## src/sv/channel_pedestal_averager_defines.svh

```systemverilog
// Assertion macros shared by the pedestal averager RTL.
`ifndef CHANNEL_PEDESTAL_AVERAGER_DEFINES_SVH
`define CHANNEL_PEDESTAL_AVERAGER_DEFINES_SVH

// Same-cycle implication, checked outside reset.
`define CPA_ASSERT_NOW(label, clk, rst, ante, cons, msg) \
  label: assert property (@(posedge clk) disable iff (rst) (ante) |-> (cons)) \
    else $error(msg);

// Next-cycle implication, checked outside reset.
`define CPA_ASSERT_NEXT(label, clk, rst, ante, cons, msg) \
  label: assert property (@(posedge clk) disable iff (rst) (ante) |=> (cons)) \
    else $error(msg);

`endif

```

## src/sv/cpa_pkg.sv

```systemverilog
// Shared types, constants and codes of the pedestal averager.
`timescale 1ns / 1ps
package cpa_pkg;

  // Parameter defaults
  localparam int NUM_MODULES_DEF  = 64;
  localparam int NUM_CHANNELS_DEF = 64;

  // Field widths
  localparam int MODULE_W = 6;
  localparam int CHAN_W   = 6;
  localparam int CHARGE_W = 12;
  localparam int SUM_W    = 32;
  localparam int TALLY_W  = 20;
  localparam int QUO_W    = 12;

  // Width for the entry index product and for the range compare
  localparam int IDX_CALC_W = 17;
  localparam int RANGE_W    = 9;

  // Divider step counter
  localparam int STEP_W = 4;
  localparam logic [STEP_W-1:0] STEP_LAST = STEP_W'(QUO_W - 1);

  localparam logic [TALLY_W-1:0] TALLY_MAX = {TALLY_W{1'b1}};

  // Input codes
  localparam logic       MODE_ACCUM = 1'b0;
  localparam logic       MODE_READ  = 1'b1;
  localparam logic [1:0] PKT_ADC    = 2'd1;

  // Result status codes
  typedef enum logic [1:0] {
    ST_ACCUM     = 2'd0,
    ST_READ      = 2'd1,
    ST_NOT_ADC   = 2'd2,
    ST_SATURATED = 2'd3
  } status_t;

  // One pedestal entry
  typedef struct packed {
    logic [SUM_W-1:0]   sum;
    logic [TALLY_W-1:0] tally;
  } entry_t;

endpackage

```

## src/sv/cpa_divider.sv

```systemverilog
// Iterative restoring divider: one quotient bit per cycle.
`timescale 1ns / 1ps
module cpa_divider (
  input  logic                        clk,
  input  logic                        rst,
  input  logic                        start,
  input  logic [cpa_pkg::SUM_W-1:0]   dividend,
  input  logic [cpa_pkg::TALLY_W-1:0] divisor,
  output logic                        busy,
  output logic                        done,
  output logic [cpa_pkg::QUO_W-1:0]   quotient
);
  import cpa_pkg::*;

  logic [TALLY_W-1:0] rem;
  logic [QUO_W-1:0]   quo;
  logic [STEP_W-1:0]  step;
  logic [TALLY_W:0]   trial;
  logic [TALLY_W:0]   diff;
  logic               fits;

  // The mean never exceeds the largest charge, so the upper dividend bits
  // start below the divisor and only the low quotient bits need steps.
  assign trial = {rem, quo[QUO_W-1]};
  assign diff  = trial - {1'b0, divisor};
  assign fits  = (trial >= {1'b0, divisor});

  assign quotient = quo;

  // Shift in one dividend bit, subtract when the divisor fits
  always_ff @(posedge clk) begin
    if (rst) begin
      busy <= 1'b0;
      done <= 1'b0;
    end else begin
      done <= 1'b0;
      if (start) begin
        rem  <= dividend[SUM_W-1:QUO_W];
        quo  <= dividend[QUO_W-1:0];
        step <= '0;
        busy <= 1'b1;
      end else if (busy) begin
        rem  <= fits ? diff[TALLY_W-1:0] : trial[TALLY_W-1:0];
        quo  <= {quo[QUO_W-2:0], fits};
        step <= step + 1'b1;
        if (step == STEP_LAST) begin
          busy <= 1'b0;
          done <= 1'b1;
        end
      end
    end
  end

endmodule

```

## config.mk

```make
export PLATFORM = sky130hd
export DESIGN_NAME = cpa_divider
export DESIGN_NICKNAME = d
export VERILOG_FILES = /design/src/sv/channel_pedestal_averager_defines.svh /design/src/sv/cpa_pkg.sv /design/src/sv/cpa_divider.sv
export SDC_FILE = /design/constraint.sdc
export NUM_CORES = 1
export LEC_CHECK = 0
export BUFFER_PORTS_ARGS = -buffer_cell sky130_fd_sc_hd__buf_2
export CORE_UTILIZATION = 50
export CTS_CLUSTER_DIAMETER = 30
export DETAILED_ROUTE_END_ITERATION = 10
export PLACE_DENSITY = 0.75
export RECOVER_POWER = 25
export SLEW_MARGIN = 0
export SYNTH_ARGS = -nofsm -noshare
export SYNTH_HDL_FRONTEND = slang
export SYNTH_SLANG_ARGS = --single-unit
export TNS_END_PERCENT = 10
```

## constraint.sdc

```tcl
create_clock -name clk -period 4.6 [get_ports clk]
set_input_delay 0.46 -clock clk [delete_from_list [all_inputs] [get_ports clk]]
set_output_delay 0.46 -clock clk [all_outputs]
set_load 0.02 [all_outputs]
```

==> qor.yml <==
grt:
  antenna_found_initial: 0
  busiest_layer: "met2"
  met3_usage: 0.0291
  first_global_vias: 2426
  grt_max_degree: 37
  grt_pass1_wl_mm: 11.2
  grtUsageMet1: 0.313
  grtUsageMet2: 0.382
  track_usage: 0.231
  gr-total-overflow: 0
sta:
  slew_headroom: -0.00234
  grt_setup_unrepaired: "false"
  skew_ns: 0.0129
  period_minus_slack_ns: 3.09
  fin_tns_setup_ns: 0
  setup_ws_ns: 1.51
  clock.fmax_ghz: 0.324
  maxSlewViolCount: 32
  holdWs_ns: 0.379
  hold_viol: 0
  final.period_utilization: 0.671
  setup_viol: 0
  tightestPinTransition_ns: 1.50
final_layout:
  drive_gt1_frac: 0.222
  antennaDiodeCount: 0
  final_cell_area_um2: 3370
  stdcell_count: 451
  area_growth_pct: 15.7
  final.fill_count: 507
  fin_util: 0.605
  register_area_um2: 1120
  multiInputGateArea_um2: 1650
  nNetsFinal: 455
synth:
  synth_area_leaders: "edfxtp_1 37%, ha_1 9.0%, nand2_1 4.8%"
  synth_area_per_cell_um2: 9.28
  syn_area_um2: 2910
  synthFlopType: "edfxtp_1"
  synthSimpleGateAreaFrac: 0.158
  syn-num-nets: 391
  synthDominantCellAreaShare: 0.371
  synth-adder-area-share: 0.0971
  synth_common_cells: "37 x nand2_1, 36 x edfxtp_1, 35 x nor2_1"
  seq_area_frac_synth: 0.385
  yosysWarnings: 0
  muxShareOfSynthArea: 0.0601
  synth-seq-cells: 38
  synth_cell_types: 53
  synth_compound_area_frac: 0.203
  synth_xor_area_frac: 0.0451
  synth-edff-count: 36
  synth_most_common_cell: "nand2_1"
  synth_top_cell_by_area: "edfxtp_1"
  synth_top_family_by_area: "compound AO/OA/AOI/OAI gates"
  postSynthCellCount: 314
  synthArstFlopShare: 0
critical_path:
  cp.required_ns: 4.65
  max_stage_delay_ns: 1.07
  critPathArrivalTime_ns: 3.14
  path_buf_inv: 2
  crit_path_max_fanout: 32
  cp-start-kind: "input port"
  worstSetupPathType: "in2reg"
  crit_slowest_cell: "clkbuf_1"
  rrSetupSlack_ns: 1.64
  crit_path_cell_trace: "clkbuf_1 > inv_1 > and3_1 > a221o_1"
  cp-end-kind: "flop"
  cpLargestDelayFamily: "buffers and inverters"
power:
  p_leak_nw: 1.46
  pwr-share-clk: 0.225
  vdd_drop_max_mv: 0.173
  power_switching_uw: 384
  finalPower_mw: 1.08
  seq_power_share: 0.406
  swShare: 0.356
  power_density_nw_per_um2: 320
  intPower_uw: 694
  p_comb_frac: 0.369
run_status:
  failed_checks: "max-capacitance violations, max-slew violations"
  outcome: "finished with violations"
detailed_routing:
  first_pass_iters: 4
  route.vias.total: 2539
  vias_per_cell: 5.63
  wl_mm: 6.65
  drc_errors: 0
  antenna_left: 0
  wire_per_inst_um: 14.8
  first_iter_violations: 126
cts:
  postCtsSetupRepairBufs: 0
  clock-sinks: 38
  cts_root_buf: "clkbuf_8"
  clkTransAtPathRegs_ns: 0.09
  h-tree-depth: 2
  numCtsBuffers: 5
  ctsLongestPathBuffers: 2
  post_cts_resized: 0
  hold_buffers: 0
  cts_tree: "yes"
  insertion_delay_ns: 0.31
floorplanning:
  die_area_um2: 6130
  coreArea_um2: 5570
  rows: 27
  die_w_um: 78.3
  initial_core_util: 0.523
  die_h_um: 78.3
  io_pins: 69
place:
  dpl-instance-area_um2: 3300
  io_buffers: 68
  pre_cts_ws_ns: 1.51
  hpwl_mm: 4.73
  gp_congestion: 0.895
  dp.cells: 443
min_path:
  hp-class: "in2reg"
flow_run:
  maxCapViolCount: 1
state kept, by name, summed over array words and instances, names as in the netlist:
signal,flops
rem,20
quotient,12
step,4
busy,1
done,1
power groups by stage:
stage / registers, mW / logic, mW / clock network (mW)
4_1_cts: 0.438 / 0.398 / 0.242
2_1_floorplan: 0.451 / 0.296 / 0
3_5_place_dp: 0.446 / 0.394 / 0
5_1_grt: 0.442 / 0.443 / 0.253
3_3_place_gp: 0.444 / 0.389 / 0
6_report: 0.438 / 0.398 / 0.243
final cells by class:
| class | count | share of cell area |
|---|---|---|
| Clock buffer | 5 | 0.0204 |
| Clock inverter | 3 | 0.00483 |
| Inverter | 26 | 0.0290 |
| Multi-Input combinational cell | 238 | 0.488 |
| Sequential cell | 38 | 0.333 |
| Tap cell | 72 | 0.0267 |
| Timing Repair Buffer | 69 | 0.0980 |
worst paths after layout:
check / from / endpoint / cells past startpoint
worst max-delay path: start / rem[8] / 4
worst min-delay path: rst / busy / 2
worst max register to register: rem[11] / rem[3] / 9
worst min register to register: busy / done / 1
kinds of logic after synthesis:
group / after synthesis
AND/OR/NAND/NOR: 102
adder cells (fa/ha/maj): 22
buffers and inverters: 38
AO/OA/AOI/OAI: 83
multiplexers: 16
XOR/XNOR: 15
flip-flops: 38
cell usage in the layout (no fill, tap or decap), types with 2 or more instances in the layout:
master    count
inv_1        26
a221o_1       3
xor2_1        6
o21a_1        2
ha_1         21
nor3_1        6
mux2_2       12
o21ai_1       7
o31ai_1       2
nand3_1       5
o21ai_0       7
a21oi_1      17
dfxtp_1       2
nand4_1       4
a21o_1        7
nand2_1      37
o31a_1        4
a31oi_1      11
buf_2        54
a211oi_1      3
and3_1        3
mux2i_1       4
clkbuf_8      5
edfxtp_1     36
clkbuf_1     14
nor2b_1       5
or2_2         2
a211o_1       4
xnor2_1       9
nor2_1       34
worst reg2reg max path, cell delays in order (launching register included):
cell and delay, ns:
edfxtp_1 0.42, ha_1 0.41, nand2_1 0.08, o211ai_1 0.29, nor2_1 0.10, a211o_1 0.35, a21oi_2 0.36, buf_4 0.32
mux2i_1 0.24, a21oi_1 0.09
per-layer routing:
| metal | vias up | wire length (µm) |
|---|---|---|
| met5 | - | 0 |
| met3 | 10 | 356 |
| met1 | 1169 | 3150 |
| met2 | 75 | 3070 |
| li1 | 1285 | - |
| met4 | 0 | 78 |
(Power assumes the default switching activity.)
